<file path="src/rtl/core/rledc_pkg.sv">
// Shared types, constants and BCD helper functions for the run-length
// encoder with decimal counts.
// No dependencies; every other file in rtl/core imports this package.
package rledc_pkg;

   // Number of BCD digits in a run count, and the string length limit.
   localparam int COUNT_DIGITS   = 6;
   localparam int MAX_STRING_LEN = 524287;

   // Field and counter widths.
   localparam int BYTE_W    = 8;
   localparam int BCD_W     = COUNT_DIGITS * 4;
   localparam int DIG_IDX_W = (COUNT_DIGITS > 1) ? $clog2(COUNT_DIGITS) : 1;
   localparam int IN_LEN_W  = 20;
   localparam int ENC_LEN_W = 21;

   // Saturation limits of the length counters.
   localparam logic [IN_LEN_W-1:0]  IN_LEN_MAX  = IN_LEN_W'(MAX_STRING_LEN);
   localparam logic [ENC_LEN_W-1:0] ENC_LEN_MAX = ENC_LEN_W'(2 * MAX_STRING_LEN);

   // ASCII codes used when printing a count.
   localparam logic [BYTE_W-1:0] ASCII_ZERO = 8'd48;
   localparam logic [BYTE_W-1:0] ASCII_ONE  = 8'd49;

   // Depth of the command queue between front and back.
   localparam int QUEUE_DEPTH = 2;
   localparam int QPTR_W      = (QUEUE_DEPTH > 1) ? $clog2(QUEUE_DEPTH) : 1;
   localparam int QCNT_W      = $clog2(QUEUE_DEPTH + 1);

   typedef logic [BYTE_W-1:0]    byte_type;
   typedef logic [BCD_W-1:0]     bcd_type;
   typedef logic [DIG_IDX_W-1:0] dig_idx_type;
   typedef logic [IN_LEN_W-1:0]  in_len_type;
   typedef logic [ENC_LEN_W-1:0] enc_len_type;

   // BCD count of one.
   localparam bcd_type BCD_ONE = BCD_W'(1);

   // One finished run to print, optionally followed by a single-byte run.
   // Every command closes the results of the input beat that made it.
   typedef struct packed {
      byte_type    run_byte;
      bcd_type     count;
      dig_idx_type top;
      logic        tail_valid;
      byte_type    tail_byte;
      logic        done;
      in_len_type  input_len;
   } cmd_type;

   // Queue status seen by the front and the back.
   typedef struct packed {
      logic full;
      logic empty;
   } q_status_type;

   // Printing phases of the back end.
   typedef enum logic [1:0] {
      BK_DIGIT,
      BK_RUN,
      BK_TAIL_ONE,
      BK_TAIL_BYTE
   } back_state_type;

   // Add one to a BCD count; an all-nines count stays where it is.
   function automatic bcd_type bcd_inc(bcd_type v);
      bcd_type r;
      logic    carry;
      logic    nines;
      r     = v;
      carry = 1'b1;
      nines = 1'b1;
      for (int i = 0; i < COUNT_DIGITS; i++) begin
         if (v[i*4 +: 4] != 4'd9) begin
            nines = 1'b0;
         end
      end
      for (int i = 0; i < COUNT_DIGITS; i++) begin
         if (carry) begin
            if (v[i*4 +: 4] == 4'd9) begin
               r[i*4 +: 4] = 4'd0;
            end else begin
               r[i*4 +: 4] = v[i*4 +: 4] + 4'd1;
               carry       = 1'b0;
            end
         end
      end
      return nines ? v : r;
   endfunction

   // Index of the most significant nonzero digit (zero for a zero count).
   function automatic dig_idx_type bcd_top(bcd_type v);
      dig_idx_type t;
      t = '0;
      for (int i = 0; i < COUNT_DIGITS; i++) begin
         if (v[i*4 +: 4] != 4'd0) begin
            t = dig_idx_type'(i);
         end
      end
      return t;
   endfunction

endpackage

</file>
<file path="src/rtl/core/rledc_front.sv">
// Front end: accepts input beats, tracks the open run and the string
// length, and writes one print command per run that closes.
// Depends on rledc_pkg.
module rledc_front (
   input  logic                   clock,
   input  logic                   reset,
   input  logic                   req_valid,
   output logic                   req_stall,
   input  rledc_pkg::byte_type    req_in_byte,
   input  logic                   req_end_of_string,
   input  rledc_pkg::q_status_type q_status,
   output logic                   push,
   output rledc_pkg::cmd_type     push_cmd
);
   import rledc_pkg::*;

   logic       open_ff, open_in;
   byte_type   byte_ff, byte_in;
   bcd_type    bcd_ff, bcd_in;
   in_len_type len_ff, len_in;

   logic       accept;
   logic       differ;
   in_len_type len_next;
   bcd_type    bcd_plus;
   bcd_type    cmd_count;

   // A beat is taken whenever the queue has room for its command.
   assign req_stall = q_status.full;
   assign accept    = req_valid && !q_status.full;

   assign differ   = open_ff && (req_in_byte != byte_ff);
   assign len_next = (len_ff < IN_LEN_MAX) ? len_ff + 1'b1 : len_ff;
   assign bcd_plus = bcd_inc(bcd_ff);

   // A run closes on a new byte or at the end of the string.
   assign push      = accept && (differ || req_end_of_string);
   assign cmd_count = differ ? bcd_ff : (open_ff ? bcd_plus : BCD_ONE);

   always_comb begin
      push_cmd.run_byte   = differ ? byte_ff : req_in_byte;
      push_cmd.count      = cmd_count;
      push_cmd.top        = bcd_top(cmd_count);
      push_cmd.tail_valid = differ && req_end_of_string;
      push_cmd.tail_byte  = req_in_byte;
      push_cmd.done       = req_end_of_string;
      push_cmd.input_len  = len_next;
   end

   // Run state update; the end of a string returns everything to reset.
   always_comb begin
      open_in = open_ff;
      byte_in = byte_ff;
      bcd_in  = bcd_ff;
      len_in  = len_ff;
      if (accept) begin
         if (req_end_of_string) begin
            open_in = 1'b0;
            byte_in = '0;
            bcd_in  = '0;
            len_in  = '0;
         end else begin
            open_in = 1'b1;
            byte_in = req_in_byte;
            bcd_in  = (open_ff && !differ) ? bcd_plus : BCD_ONE;
            len_in  = len_next;
         end
      end
   end

   always_ff @(posedge clock) begin
      if (reset) begin
         open_ff <= 1'b0;
         byte_ff <= '0;
         bcd_ff  <= '0;
         len_ff  <= '0;
      end else begin
         open_ff <= open_in;
         byte_ff <= byte_in;
         bcd_ff  <= bcd_in;
         len_ff  <= len_in;
      end
   end

endmodule

</file>
<file path="src/rtl/core/rledc_queue.sv">
// Short command queue between the front and the back end.
// Depends on rledc_pkg.
module rledc_queue (
   input  logic                    clock,
   input  logic                    reset,
   input  logic                    push,
   input  rledc_pkg::cmd_type      push_cmd,
   input  logic                    pop,
   output rledc_pkg::cmd_type      head,
   output rledc_pkg::q_status_type status
);
   import rledc_pkg::*;

   cmd_type                   q_ff [QUEUE_DEPTH];
   logic [QPTR_W-1:0]         wr_ptr_ff, wr_ptr_in;
   logic [QPTR_W-1:0]         rd_ptr_ff, rd_ptr_in;
   logic [QCNT_W-1:0]         count_ff, count_in;

   assign status.full  = (count_ff == QCNT_W'(QUEUE_DEPTH));
   assign status.empty = (count_ff == '0);
   assign head         = q_ff[rd_ptr_ff];

   // Pointer and fill count update with wrap at the queue depth.
   always_comb begin
      wr_ptr_in = wr_ptr_ff;
      rd_ptr_in = rd_ptr_ff;
      count_in  = count_ff;
      if (push) begin
         wr_ptr_in = (wr_ptr_ff == QPTR_W'(QUEUE_DEPTH - 1)) ? '0 : wr_ptr_ff + 1'b1;
      end
      if (pop) begin
         rd_ptr_in = (rd_ptr_ff == QPTR_W'(QUEUE_DEPTH - 1)) ? '0 : rd_ptr_ff + 1'b1;
      end
      if (push && !pop) begin
         count_in = count_ff + 1'b1;
      end else if (pop && !push) begin
         count_in = count_ff - 1'b1;
      end
   end

   always_ff @(posedge clock) begin
      if (reset) begin
         wr_ptr_ff <= '0;
         rd_ptr_ff <= '0;
         count_ff  <= '0;
      end else begin
         wr_ptr_ff <= wr_ptr_in;
         rd_ptr_ff <= rd_ptr_in;
         count_ff  <= count_in;
      end
   end

   // Entry storage needs no reset.
   always_ff @(posedge clock) begin
      if (push) begin
         q_ff[wr_ptr_ff] <= push_cmd;
      end
   end

endmodule

</file>
<file path="src/rtl/core/rledc_back.sv">
// Back end: prints the command at the queue head one byte per cycle
// into the output register while rsp is not stalled, and keeps the
// encoded length of the string. Depends on rledc_pkg.
module rledc_back (
   input  logic                    clock,
   input  logic                    reset,
   input  rledc_pkg::cmd_type      head,
   input  rledc_pkg::q_status_type q_status,
   output logic                    pop,
   output logic                    rsp_valid,
   input  logic                    rsp_stall,
   output rledc_pkg::byte_type     rsp_out_byte,
   output logic                    rsp_last_of_item,
   output logic                    rsp_string_done,
   output logic                    rsp_encoded_shorter
);
   import rledc_pkg::*;

   back_state_type state_ff, state_in;
   dig_idx_type    emitted_ff, emitted_in;
   enc_len_type    enc_ff, enc_in;

   logic        valid_ff, valid_in;
   byte_type    byte_ff;
   logic        last_ff;
   logic        done_ff;
   logic        shorter_ff;

   logic        advance;
   logic        emit;
   logic        final_beat;
   dig_idx_type dig_idx;
   byte_type    out_byte;
   enc_len_type enc_next;

   // The output register moves when empty or when its beat is taken.
   assign advance = !valid_ff || !rsp_stall;
   assign emit    = advance && !q_status.empty;
   assign pop     = emit && final_beat;
   assign dig_idx = head.top - emitted_ff;

   // Next printing phase.
   always_comb begin
      state_in = state_ff;
      if (emit) begin
         case (state_ff)
            BK_DIGIT: begin
               if (emitted_ff == head.top) begin
                  state_in = BK_RUN;
               end
            end
            BK_RUN: begin
               state_in = head.tail_valid ? BK_TAIL_ONE : BK_DIGIT;
            end
            BK_TAIL_ONE: begin
               state_in = BK_TAIL_BYTE;
            end
            BK_TAIL_BYTE: begin
               state_in = BK_DIGIT;
            end
            default: begin
               state_in = BK_DIGIT;
            end
         endcase
      end
   end

   // Byte for the current phase and whether it ends the command.
   always_comb begin
      out_byte   = head.run_byte;
      final_beat = 1'b0;
      case (state_ff)
         BK_DIGIT: begin
            out_byte = ASCII_ZERO + BYTE_W'(head.count[dig_idx*4 +: 4]);
         end
         BK_RUN: begin
            out_byte   = head.run_byte;
            final_beat = !head.tail_valid;
         end
         BK_TAIL_ONE: begin
            out_byte = ASCII_ONE;
         end
         BK_TAIL_BYTE: begin
            out_byte   = head.tail_byte;
            final_beat = 1'b1;
         end
         default: begin
            out_byte = head.run_byte;
         end
      endcase
   end

   // Digit counter and saturating encoded length.
   assign enc_next = (enc_ff < ENC_LEN_MAX) ? enc_ff + 1'b1 : enc_ff;

   always_comb begin
      emitted_in = emitted_ff;
      enc_in     = enc_ff;
      if (emit) begin
         emitted_in = (state_ff == BK_DIGIT && emitted_ff != head.top) ?
                      emitted_ff + 1'b1 : '0;
         enc_in     = (final_beat && head.done) ? '0 : enc_next;
      end
   end

   assign valid_in = advance ? emit : valid_ff;

   always_ff @(posedge clock) begin
      if (reset) begin
         state_ff   <= BK_DIGIT;
         emitted_ff <= '0;
         enc_ff     <= '0;
         valid_ff   <= 1'b0;
      end else begin
         state_ff   <= state_in;
         emitted_ff <= emitted_in;
         enc_ff     <= enc_in;
         valid_ff   <= valid_in;
      end
   end

   // Output payload register.
   always_ff @(posedge clock) begin
      if (emit) begin
         byte_ff    <= out_byte;
         last_ff    <= final_beat;
         done_ff    <= final_beat && head.done;
         shorter_ff <= final_beat && head.done &&
                       (enc_next < ENC_LEN_W'(head.input_len));
      end
   end

   assign rsp_valid           = valid_ff;
   assign rsp_out_byte        = byte_ff;
   assign rsp_last_of_item    = last_ff;
   assign rsp_string_done     = done_ff;
   assign rsp_encoded_shorter = shorter_ff;

endmodule

</file>
<file path="src/rtl/core/run_length_encoder_decimal_counts.sv">
// Top level of the run-length encoder with decimal counts.
// Depends on rledc_pkg, rledc_front, rledc_queue and rledc_back.
//
// Usage:
// The req channel takes one byte of a string per beat; req_end_of_string
// marks the final byte. The rsp channel gives one encoded byte per beat:
// for each run, its length as ASCII decimal digits (most significant first,
// no leading zeros), then the run's byte. rsp_last_of_item marks the last
// beat caused by an input byte, rsp_string_done the last beat of a string,
// and with it rsp_encoded_shorter tells whether the encoding is shorter
// than the input. A byte that extends a run, and is not final, gives no beat.
// The first result of a byte passes through the command queue and the
// output register before it appears on rsp. The output register sends
// one byte per cycle while rsp is not stalled; in a string of single-byte
// runs each input byte gives two result bytes, a count digit and the byte.
// The front accepts a byte whenever the two-entry command queue has room.
// Reset (synchronous, active high) empties the queue and clears the run
// state. A stall on rsp holds the output beat; the queue absorbs commands
// until it fills, after which req_stall rises.
module run_length_encoder_decimal_counts (
   input  logic                clock,
   input  logic                reset,
   input  logic                req_valid,
   output logic                req_stall,
   input  rledc_pkg::byte_type req_in_byte,
   input  logic                req_end_of_string,
   output logic                rsp_valid,
   input  logic                rsp_stall,
   output rledc_pkg::byte_type rsp_out_byte,
   output logic                rsp_last_of_item,
   output logic                rsp_string_done,
   output logic                rsp_encoded_shorter
);
   import rledc_pkg::*;

   q_status_type q_status;
   logic         push;
   cmd_type      push_cmd;
   logic         pop;
   cmd_type      head;

   // Input side: run tracking and command generation.
   rledc_front u_front (
      .clock             (clock),
      .reset             (reset),
      .req_valid         (req_valid),
      .req_stall         (req_stall),
      .req_in_byte       (req_in_byte),
      .req_end_of_string (req_end_of_string),
      .q_status          (q_status),
      .push              (push),
      .push_cmd          (push_cmd)
   );

   // Command queue.
   rledc_queue u_queue (
      .clock    (clock),
      .reset    (reset),
      .push     (push),
      .push_cmd (push_cmd),
      .pop      (pop),
      .head     (head),
      .status   (q_status)
   );

   // Output side: printing of counts and run bytes.
   rledc_back u_back (
      .clock               (clock),
      .reset               (reset),
      .head                (head),
      .q_status            (q_status),
      .pop                 (pop),
      .rsp_valid           (rsp_valid),
      .rsp_stall           (rsp_stall),
      .rsp_out_byte        (rsp_out_byte),
      .rsp_last_of_item    (rsp_last_of_item),
      .rsp_string_done     (rsp_string_done),
      .rsp_encoded_shorter (rsp_encoded_shorter)
   );

endmodule

</file>
<file path="config.mk">
export PLATFORM = sky130hd
export DESIGN_NAME = run_length_encoder_decimal_counts
export DESIGN_NICKNAME = d
export VERILOG_FILES = /design/src/rtl/core/rledc_pkg.sv /design/src/rtl/core/rledc_front.sv /design/src/rtl/core/rledc_queue.sv /design/src/rtl/core/rledc_back.sv /design/src/rtl/core/run_length_encoder_decimal_counts.sv
export SDC_FILE = /design/constraint.sdc
export NUM_CORES = 1
export LEC_CHECK = 0
export BUFFER_PORTS_ARGS = -buffer_cell sky130_fd_sc_hd__buf_4
export CORE_ASPECT_RATIO = 0.6
export CORE_MARGIN = 5
export CORE_UTILIZATION = 50
export DETAILED_ROUTE_END_ITERATION = 6
export GPL_TIMING_DRIVEN = 0
export PLACE_DENSITY = 0.72
export RECOVER_POWER = 50
export SETUP_SLACK_MARGIN = 0.05
export SKIP_LAST_GASP = 1
export SYNTH_ARGS = -nofsm -noshare
export SYNTH_HDL_FRONTEND = slang
export SYNTH_SLANG_ARGS = --single-unit
</file>
<file path="constraint.sdc">
create_clock -name clock -period 4.5 [get_ports clock]
set_input_delay 0 -clock clock [delete_from_list [all_inputs] [get_ports clock]]
set_output_delay 0 -clock clock [all_outputs]
set_load 0.1 [all_outputs]
</file>
== Yosys cells after proc, flatten, opt, wreduce, memory -nomap -nowiden ==
Memories as Yosys holds them, arrays and structs flattened. A register that Yosys moved wholly into a read port is not among the register bits.
Cells that the tools add are included.

* Register bits: 95
* Memories: 1
* RAM bits: 130

* $add $sub $neg: 15
* Reduce and logical (&&, ||, !) cells: 31
* Mux-type cells: 57
* Equality and inequality tests: 20
* Magnitude comparators: 3
* Shift operators: 1

{| class="wikitable"
|+ Memory list
! name !! words !! bits a word !! read ports !! clocked after Yosys merged registers in !! write ports !! line !! RTL
|-
| u_queue.q_ff || 2 || 65 || 1 || 1 || 1 || rledc_queue.sv:14 || <nowiki>cmd_type q_ff [QUEUE_DEPTH];</nowiki>
|}

{| class="wikitable"
|+ Operators with widths
! operator !! count
|-
| 24-bit two-way mux || 5
|-
| 4-bit two-way mux || 11
|-
| 21-bit two-way mux || 2
|-
| 20-bit two-way mux || 2
|-
| 8-bit one-hot mux with 4 select lines || 1
|-
| 4-bit by 1-bit adder with 4-bit output (second input constant) || 6
|-
| 4-bit == test (second input constant) || 6
|-
| 4-bit inequality test (second input constant) || 6
|-
| 24-bit by 6-bit indexed part select with 4-bit output || 1
|-
| 1-bit two-way mux || 23
|-
| 21-bit by 1-bit adder with 21-bit output (second input constant) || 1
|-
| 21-bit by 20-bit less-than comparator with 1-bit output || 1
|-
| 21-bit by 20-bit less-than comparator with 1-bit output (second input constant) || 1
|-
| 20-bit by 1-bit adder with 20-bit output (second input constant) || 1
|-
| 20-bit by 19-bit less-than comparator with 1-bit output (second input constant) || 1
|-
| 4-bit nonzero test || 5
|-
| 8-bit two-way mux || 2
|-
| 1-bit logical AND || 12
|-
| 2-bit two-way mux || 6
|-
| 3-bit two-way mux || 3
|-
| 1-bit zero test || 8
|-
| 8-bit inequality test || 1
|-
| 2-bit one-hot mux with 4 select lines || 1
|-
| 6-bit by 4-bit adder with 7-bit output (first input constant) || 1
|-
| other kinds (15) || 20
|}

== Depth between registers and ports, before layout ==
Gate-level depths: netlist of run 1.

* Word-level depth: 16
* Gate-level depth with buffers: 15

== Modules after synthesis ==
Synthesis of run 1 repeated with hierarchy kept, for this count alone.

* Cells, all modules: 1149
* Area total of the unflattened synthesis: 12187.9 um2

{| class="wikitable"
|+ By module, submodules not included
! module !! area an instance (um2) !! times used !! sequential area each (um2) !! cells each
|-
| rledc_queue || 4912.2 || 1 || 4003.8 || 224
|-
| rledc_front || 4274.1 || 1 || 1061.0 || 569
|-
| rledc_back || 3001.6 || 1 || 870.8 || 356
|}

== Worst setup path before layout of run 1 ==
Ideal clock, no wire load.

* Path kind: register -> register
* Start point: register u_front.byte_ff[0]
* End point: memory u_queue.q_ff[0][0] in the netlist's numbering (enable)
* Arrival: 4517 ps
* Slack: -513 ps
* Cell stages (with the launch flop): 9
* Path buffers: 2
* Path through: dfxtp_1 -> xnor2_1 -> and4_1 -> buf_2 -> nand2_2 -> buf_4 -> nand2_1 -> a21oi_1 -> nor2b_1

* Word-level cells in the longest chain between the ends: 6

{| class="wikitable"
|+ RTL lines
! element !! line !! RTL
|-
| from (decl) || rledc_front.sv:18 || <nowiki>byte_type byte_ff, byte_in;</nowiki>
|-
| from (signal assigned) || rledc_front.sv:79 || <nowiki>byte_ff <= byte_in;</nowiki>
|-
| 8-bit inequality test || rledc_front.sv:32 || <nowiki>assign differ = open_ff && (req_in_byte != byte_ff);</nowiki>
|-
| 1-bit logical AND || rledc_front.sv:32 ||
|-
| 1-bit logical OR || rledc_front.sv:37 || <nowiki>assign push = accept && (differ || req_end_of_string);</nowiki>
|-
| 1-bit logical AND || rledc_front.sv:37 ||
|-
| via push || run_length_encoder_decimal_counts.sv:37 || <nowiki>logic push;</nowiki>
|-
| 1-bit two-way mux || rledc_queue.sv:55 || <nowiki>if (push) begin</nowiki>
|-
| 1-bit two-way mux (implied by the code) || rledc_queue.sv:56 || <nowiki>q_ff[wr_ptr_ff] <= push_cmd;</nowiki>
|-
| to (decl) || rledc_queue.sv:14 ||
|}

The timed path passes the listed nets, and every way through them passes these cells.

== Final worst setup path of run 1 ==
* Start point: register u_front.byte_ff[4]
* End point: memory u_queue.q_ff[1][13] in the netlist's numbering (enable)

The elaborated chain is that of the path after synthesis.

==> impl_metrics.py, run 1 <==
metrics = {
    "run": {
        "cap_violations": 1,
    },
    "floorplanning": {
        "start_util": 0.5136,
        "rows": 42,
        "io_pins": 26,
        "core_area_sq_um": 22280,
        "dieArea_sq_um": 26110,
        "die_h_microns": 127.2,
        "die_w_microns": 205.3,
    },
    "worst_setup_path": {
        "arrival_ns": 4.29,
        "end_kind": "flop",
        "cp.required_ns": 4.63,
        "cp_max_fo": 65,
        "critPathLaunchType": "flop",
        "crit_type": "reg2reg",
    },
    "pwr": {
        "switching_share": 0.2844,
        "p_sw_mw": 1.400,
        "finalPower_mw": 4.923,
        "p_int_mw": 3.523,
        "clockPowerShare": 0.356,
        "leakage_nw": 4.392,
        "pwr-share-seq": 0.484,
        "power_density_nw_per_um2": 389.4,
        "combPwrFrac": 0.160,
        "max-vdd-ir-drop_mv": 0.2645,
    },
    "global_route": {
        "grt_overflow": 0,
        "grt_start_max_net_pins": 66,
        "grt_pass1_wl_microns": 45930,
        "antenna_found_initial": 0,
        "grt_usage": 0.2249,
        "grt_pass1_vias": 8046,
    },
    "synth": {
        "synth_ff_type": "edfxtp_1",
        "synth_area_leaders": "edfxtp_1 37%, dfxtp_1 15%, ha_1 4.0%",
        "ys_warn_count": 0,
        "yosys.area.top_type": "edfxtp_1",
        "ys_async_sr_fraction": 0,
        "synth_edf_count": 141,
        "yosysSeqAreaShare": 0.5186,
        "synth.most_common_cell": "edfxtp_1",
        "netlist.area_leader.share": 0.3700,
        "syn-cell-area_sq_um": 11440,
        "ys_types": 83,
        "synth.avg_cell_area_sq_um": 11.13,
        "synthCells": 1028,
        "synthTopCellsByCount": "141 x edfxtp_1, 103 x nor2_1, 85 x dfxtp_1",
        "synth_fp_nets": 1079,
        "synth_seq_cells": 226,
    },
    "clock_tree": {
        "cts_setup_buffers": 0,
        "clk_latency_ns": 0.52,
        "cts_max_level": 1,
        "cts_tree": "yes",
        "path_clk_slew_ns": 0.07,
        "cts_buffers": 22,
        "cts-root-buf": "clkbuf_16",
        "clkSinkCount": 226,
        "clockBufferDepth": 3,
    },
    "timing": {
        "fmax_mhz": 240.5,
        "fin_crit_sh": 0.9242,
        "max_slew_margin": 0.01964,
        "hold_viol": 0,
        "finalMaxSlewViolations": 0,
        "rsz0062_at_grt": "false",
        "period_needed_ns": 4.159,
        "setup_viol": 0,
        "fin_worst_skew_ns": 0.02233,
        "worst_pin_slew_ns": 1.452,
        "whs_ns": 0.1816,
    },
    "route": {
        "drt_iter0_markers": 844,
        "wl_per_cell_microns": 21.03,
        "drtPass1Iterations": 5,
        "antenna_left": 0,
        "route.detailed.drc": 0,
        "viasPerCell": 6.117,
        "wl_microns": 29740,
        "num_vias": 8649,
    },
    "place": {
        "port_buffers": 24,
        "place_hpwl_microns": 21040,
        "gp_congestion": 0.9654,
        "placed_cell_area_sq_um": 12060,
    },
    "status": {
        "run_status": "complete, but fails checks",
        "violations": "capacitance limit",
    },
    "min_path": {
        "hold_path.class": "in2reg",
    },
    "cells_and_area": {
        "drive_gt1_frac": 0.07609,
        "fillers": 1958,
        "stdcell_area_sq_um": 12640,
        "area_growth_pct": 10.46,
        "fin_nets": 1139,
    },
}
cell usage in the layout (no fill, tap or decap), types with 5 or more instances in the layout:
| cell type | synthesis | final |
|---|---|---|
| dfxtp_1 | 85 | 85 |
| nand4_1 | 18 | 19 |
| ha_1 | 37 | 37 |
| edfxtp_1 | 141 | 141 |
| a31oi_1 | 9 | 9 |
| xnor2_1 | 38 | 38 |
| mux2_1 | 1 | 7 |
| inv_1 | 27 | 27 |
| nor3_1 | 15 | 15 |
| o211ai_1 | 4 | 5 |
| clkbuf_16 | 0 | 22 |
| xor2_1 | 15 | 15 |
| nor4_1 | 8 | 11 |
| and3b_1 | 6 | 6 |
| o21ai_0 | 48 | 51 |
| clkbuf_1 | 29 | 70 |
| a21o_1 | 9 | 9 |
| nand3b_1 | 4 | 5 |
| mux2i_1 | 30 | 30 |
| and3_1 | 18 | 19 |
| buf_2 | 14 | 7 |
| dlygate4sd3_1 | 0 | 10 |
| nor2_1 | 103 | 103 |
| a211oi_1 | 7 | 7 |
| a21oi_1 | 68 | 68 |
| nand2b_1 | 7 | 7 |
| a22oi_1 | 28 | 28 |
| mux4_2 | 19 | 19 |
| nand3_1 | 40 | 40 |
| nand2_1 | 58 | 59 |
| and2_1 | 11 | 8 |
| or3_1 | 24 | 24 |
worst max-delay path, cell delays in order (launching register included):
cell	delay (ns)
dfxtp_1	0.38
xnor2_1	0.12
and4_1	0.24
clkbuf_1	0.27
nand2_1	0.37
clkbuf_1	0.46
nand2_1	0.52
a21oi_1	0.54
and2_4	0.82
routing by layer:
metal | wire, microns | up-vias | GRT usage
li1 | - | 4002 | -
met1 | 14420 | 4204 | 0.3677
met2 | 11630 | 406 | 0.2955
met3 | 3204 | 37 | 0.05902
met4 | 484 | 0 | 0.04604
met5 | 0 | - | 0
repair_timing:
action,CTS,global route
resized for setup,0,1
setup endpoints to repair,0,1
endpoints found under the hold margin,45,0
hold buffers,10,0
flip-flops by register name, summed over array words and instances (netlist names), named ones only:
name                        flops
u_front.open_ff                 1
u_queue.wr_ptr_ff               1
u_back.enc_ff                  21
u_back.rsp_encoded_shorter      1
u_back.rsp_valid                1
u_back.emitted_ff               3
u_front.bcd_ff                 24
u_back.state_ff                 1
u_queue.q_ff                  130
u_back.rsp_last_of_item         1
u_back.rsp_string_done          1
u_queue.count_ff                2
u_front.len_ff                 20
u_back.rsp_out_byte             8
u_front.byte_ff                 8
u_queue.rd_ptr_ff               1
final timing paths:
path                                    startpoint                   to  slack [ns]  cells past startpoint
worst max-delay path            u_front.byte_ff[4]  u_queue.q_ff[1][13]        0.34                      8
worst min-delay path                         reset     u_back.enc_ff[7]        0.18                      3
worst max register to register  u_front.byte_ff[4]  u_queue.q_ff[1][13]        0.34                      8
worst min register to register    u_back.rsp_valid     u_back.rsp_valid        0.48                      2
stage by stage:
step                setup TNS [ns]  cells  utilization  setup slack [ns]
floorplan                        0   1028            -            0.7229
global placement            -88.29   1360       0.5391           -0.8678
detailed placement               0   1362       0.5413            0.2425
CTS                              0   1412       0.5758            0.2323
global route                     0   1412       0.5672            0.1239
finish                           0   1414       0.5674            0.3412
layout make-up:
cell class              count  area [sq um]  share of cell area
inverters                  27         101.3            0.008017
plain buffers              51         219.0             0.01732
repair buffers             36         237.7             0.01880
diodes                      2         5.005           0.0003959
clock inverters             8         80.08            0.006334
multi-input cells         724          5090              0.4026
clock buffers              32         588.1             0.04652
flip-flops and latches    226          5936              0.4695
well taps                 308         385.4             0.03048
kinds of logic after synthesis:
logic type,Yosys count,share of synthesized area
xor+xnor,54,0.04198
fa+ha+maj,38,0.04220
compound gates,224,0.1278
simple gates,348,0.1662
mux,60,0.07445
buf+inv,78,0.02875
flops,226,0.5186
power by group through the flow:
stage               Combinational, mW  Sequential (mW)  Clock, mW
floorplan                       0.403             2.58          0
global placement                0.771             2.43          0
detailed placement              0.795             2.43          0
CTS                             0.809             2.38       1.78
global route                    0.838             2.39       1.88
finish                          0.789             2.38       1.75
Note: power is estimated with default switching activity, not from simulation.
==> run 2: changes to the inputs <==
Settings changed: CORE_ASPECT_RATIO 0.6 to unset, CORE_UTILIZATION 50 to 40, PLACE_DENSITY 0.72 to 0.57.
==> run 2 against run 1 <==
The flow now finishes without violations. Clock-buffer cell count down 4. Largest cell class unchanged. Sequential share of layout area shrank 1.1 points. Critical endpoint is now u_queue.q_ff[0][8]. Combinational power is 0.8% lower. Maximum frequency barely moved.
==> impl_metrics.py, run 2 (synthesized netlist as in run 1, its figures left out) <==
metrics = {
    "status": {
        "run_status": "finished, final reports clean",
    },
    "place": {
        "port_buffers": 24,
        "dp.cells": 1439,
        "gp_congestion": 0.8901,
        "place_hpwl_microns": 20080,
    },
    "cells_and_area": {
        "fin_cells": 1495,
        "largest_reg_flops": 130,
        "final_common_cell": "edfxtp_1",
        "regArea_sq_um": 5936,
        "area_growth_pct": 13.15,
        "fin_nets": 1143,
        "largest_register": "u_queue.q_ff",
        "drive_gt1_frac": 0.09541,
        "n_antenna_cell": 0,
        "largestRegisters": "u_queue.q_ff x130, u_front.bcd_ff x24, u_back.enc_ff x21",
        "layout_common_cells": "141 x edfxtp_1, 103 x nor2_1, 85 x dfxtp_1, 68 x a21oi_1, 61 x clkbuf_1",
        "multi_input_area_sq_um": 5109,
        "fillers": 2683,
    },
    "route": {
        "antenna_left": 0,
        "drt_iter0_markers": 691,
        "wl_microns": 28810,
        "drtPass1Iterations": 5,
        "wl_per_cell_microns": 19.27,
        "viasPerCell": 5.579,
        "wl_met2_microns": 13290,
        "num_vias": 8341,
        "maxUsedRoutingLayer": "met4",
        "route.detailed.drc": 0,
        "wl_met1_microns": 13570,
        "dr_wl_met3_microns": 1529,
    },
    "floorplanning": {
        "die_w_microns": 179.2,
        "rows": 62,
        "start_util": 0.4020,
        "core_area_sq_um": 28470,
        "dieArea_sq_um": 32090,
        "die_h_microns": 179.2,
        "io_pins": 26,
    },
    "timing": {
        "fin_worst_skew_ns": 0.01997,
        "worst_pin_slew_ns": 1.334,
        "max_slew_margin": 0.1011,
        "setup_viol": 0,
        "period_needed_ns": 4.158,
        "hold_viol": 0,
        "finalMaxSlewViolations": 0,
        "fmax_mhz": 240.5,
        "rsz0062_at_grt": "false",
        "setup_tns_ns": 0,
        "fin_crit_sh": 0.9240,
    },
    "min_path": {
        "hold_path_depth": 3,
        "hold_path.class": "in2reg",
    },
    "clock_tree": {
        "cts_max_level": 1,
        "clkSinkCount": 226,
        "cts_tree": "yes",
        "cts_buffers": 25,
        "cts_setup_buffers": 0,
        "cts-root-buf": "clkbuf_16",
        "clockBufferDepth": 3,
        "path_clk_slew_ns": 0.06,
        "clk_latency_ns": 0.53,
    },
    "worst_setup_path": {
        "r2r_end": "u_queue.q_ff[0][8]",
        "r2r_slack_ns": 0.34,
        "cp.required_ns": 4.71,
        "critPathLaunch": "u_front.byte_ff[2]",
        "cp_max_fo": 26,
        "endpoint": "u_queue.q_ff[0][8]",
        "end_kind": "flop",
        "crit_chain": "xnor2_1 -> and4_1 -> clkbuf_1 -> nand2_1 -> clkbuf_1 -> nand2_1 -> a21oi_1 -> nor2b_4 -> buf_12 -> buf_12",
        "r2r_cells": 10,
        "reg2reg_from": "u_front.byte_ff[2]",
        "crit_slowest_cell": "nor2b_4",
        "critPathLaunchType": "flop",
        "crit_type": "reg2reg",
        "arrival_ns": 4.37,
        "cpPeakStageDelay_ns": 0.54,
    },
    "pwr": {
        "power_density_nw_per_um2": 405.6,
        "max-vdd-ir-drop_mv": 0.2545,
        "leakage_nw": 4.500,
        "finalPower_mw": 5.252,
    },
    "global_route": {
        "grt_start_max_net_pins": 66,
        "grt_pass1_vias": 7952,
        "antenna_found_initial": 0,
        "grt_pass1_wl_microns": 45620,
        "grt_overflow": 0,
        "grt_usage": 0.1811,
    },
    "run": {
        "cap_violations": 0,
    },
}
[run 2: cell count changes in the layout (fill, tap and decap cells not counted), sizes merged]
cell    previous run  this run
inv               28        29
bufinv             1         4
diode              2         0
clkinv             5        11
buf               16        18
clkbuf            93        88
[run 2: per-layer routing]
metal | global-route usage | up-vias
met3 | 0.02552 | 38
met1 | 0.2634 | 4098
met4 | 0.04189 | 0
met2 | 0.2881 | 202
li1 | - | 4003
met5 | 0 | -
[run 2: how the worst min path moves through the flow]
stage                 startpoint             endpoint  slack (ns)
5_1_grt                    reset    u_back.enc_ff[15]        0.25
6_report                   reset     u_back.enc_ff[7]        0.21
3_5_place_dp      req_in_byte[2]  u_queue.q_ff[1][23]        0.22
2_1_floorplan  req_end_of_string  u_queue.q_ff[0][20]         0.1
4_1_cts                    reset     u_back.enc_ff[7]        0.20
3_3_place_gp      req_in_byte[2]  u_queue.q_ff[0][23]        0.22
[run 2: stage by stage]
stage	util	cell area, sq um	setup slack [ns]	hold slack, ns
after floorplan	-	11450	0.7229	0.09887
final	0.4549	12950	0.3418	0.2099
after CTS	0.4610	13120	0.3029	0.1999
after global placement	0.4253	12110	-0.8720	0.2215
after detailed placement	0.4279	12180	0.3117	0.2238
after global routing	0.4549	12950	0.05052	0.2522
[run 2: repair_timing]
| action | in CTS | in global routing |
|---|---|---|
| resized for setup | 0 | 2 |
| hold buffers | 10 | 0 |
| endpoints found under the setup margin | 0 | 1 |
| hold endpoints to repair | 44 | 0 |
[run 2: final cells by class]
| class | instances | area share |
|---|---|---|
| Sequential cell | 226 | 0.4584 |
| Multi-Input combinational cell | 724 | 0.3945 |
| Clock buffer | 28 | 0.04995 |
| Tap cell | 384 | 0.03710 |
| Timing Repair Buffer | 37 | 0.02048 |
| Buffer | 51 | 0.01681 |
| Clock inverter | 18 | 0.01498 |
| Inverter | 27 | 0.007826 |
[run 2: power breakdown]
group / total (mW) / internal [mW] / leakage (nW) / switching, mW
clock: 2.09 / 1.26 / 0.419 / 0.825
sequential: 2.38 / 2.34 / 2.01 / 0.0448
combinational: 0.783 / 0.218 / 2.07 / 0.565
total: 5.25 / 3.82 / 4.50 / 1.43
[run 2: worst max-delay path, delay by kind of cell, from the launching register on]
kind / cells / cell delay, ns
XOR/XNOR: 1 / 0.15
buffers and inverters: 4 / 1.21
flip-flops: 1 / 0.33
AO/OA/AOI/OAI: 1 / 0.50
AND/OR/NAND/NOR: 4 / 1.60
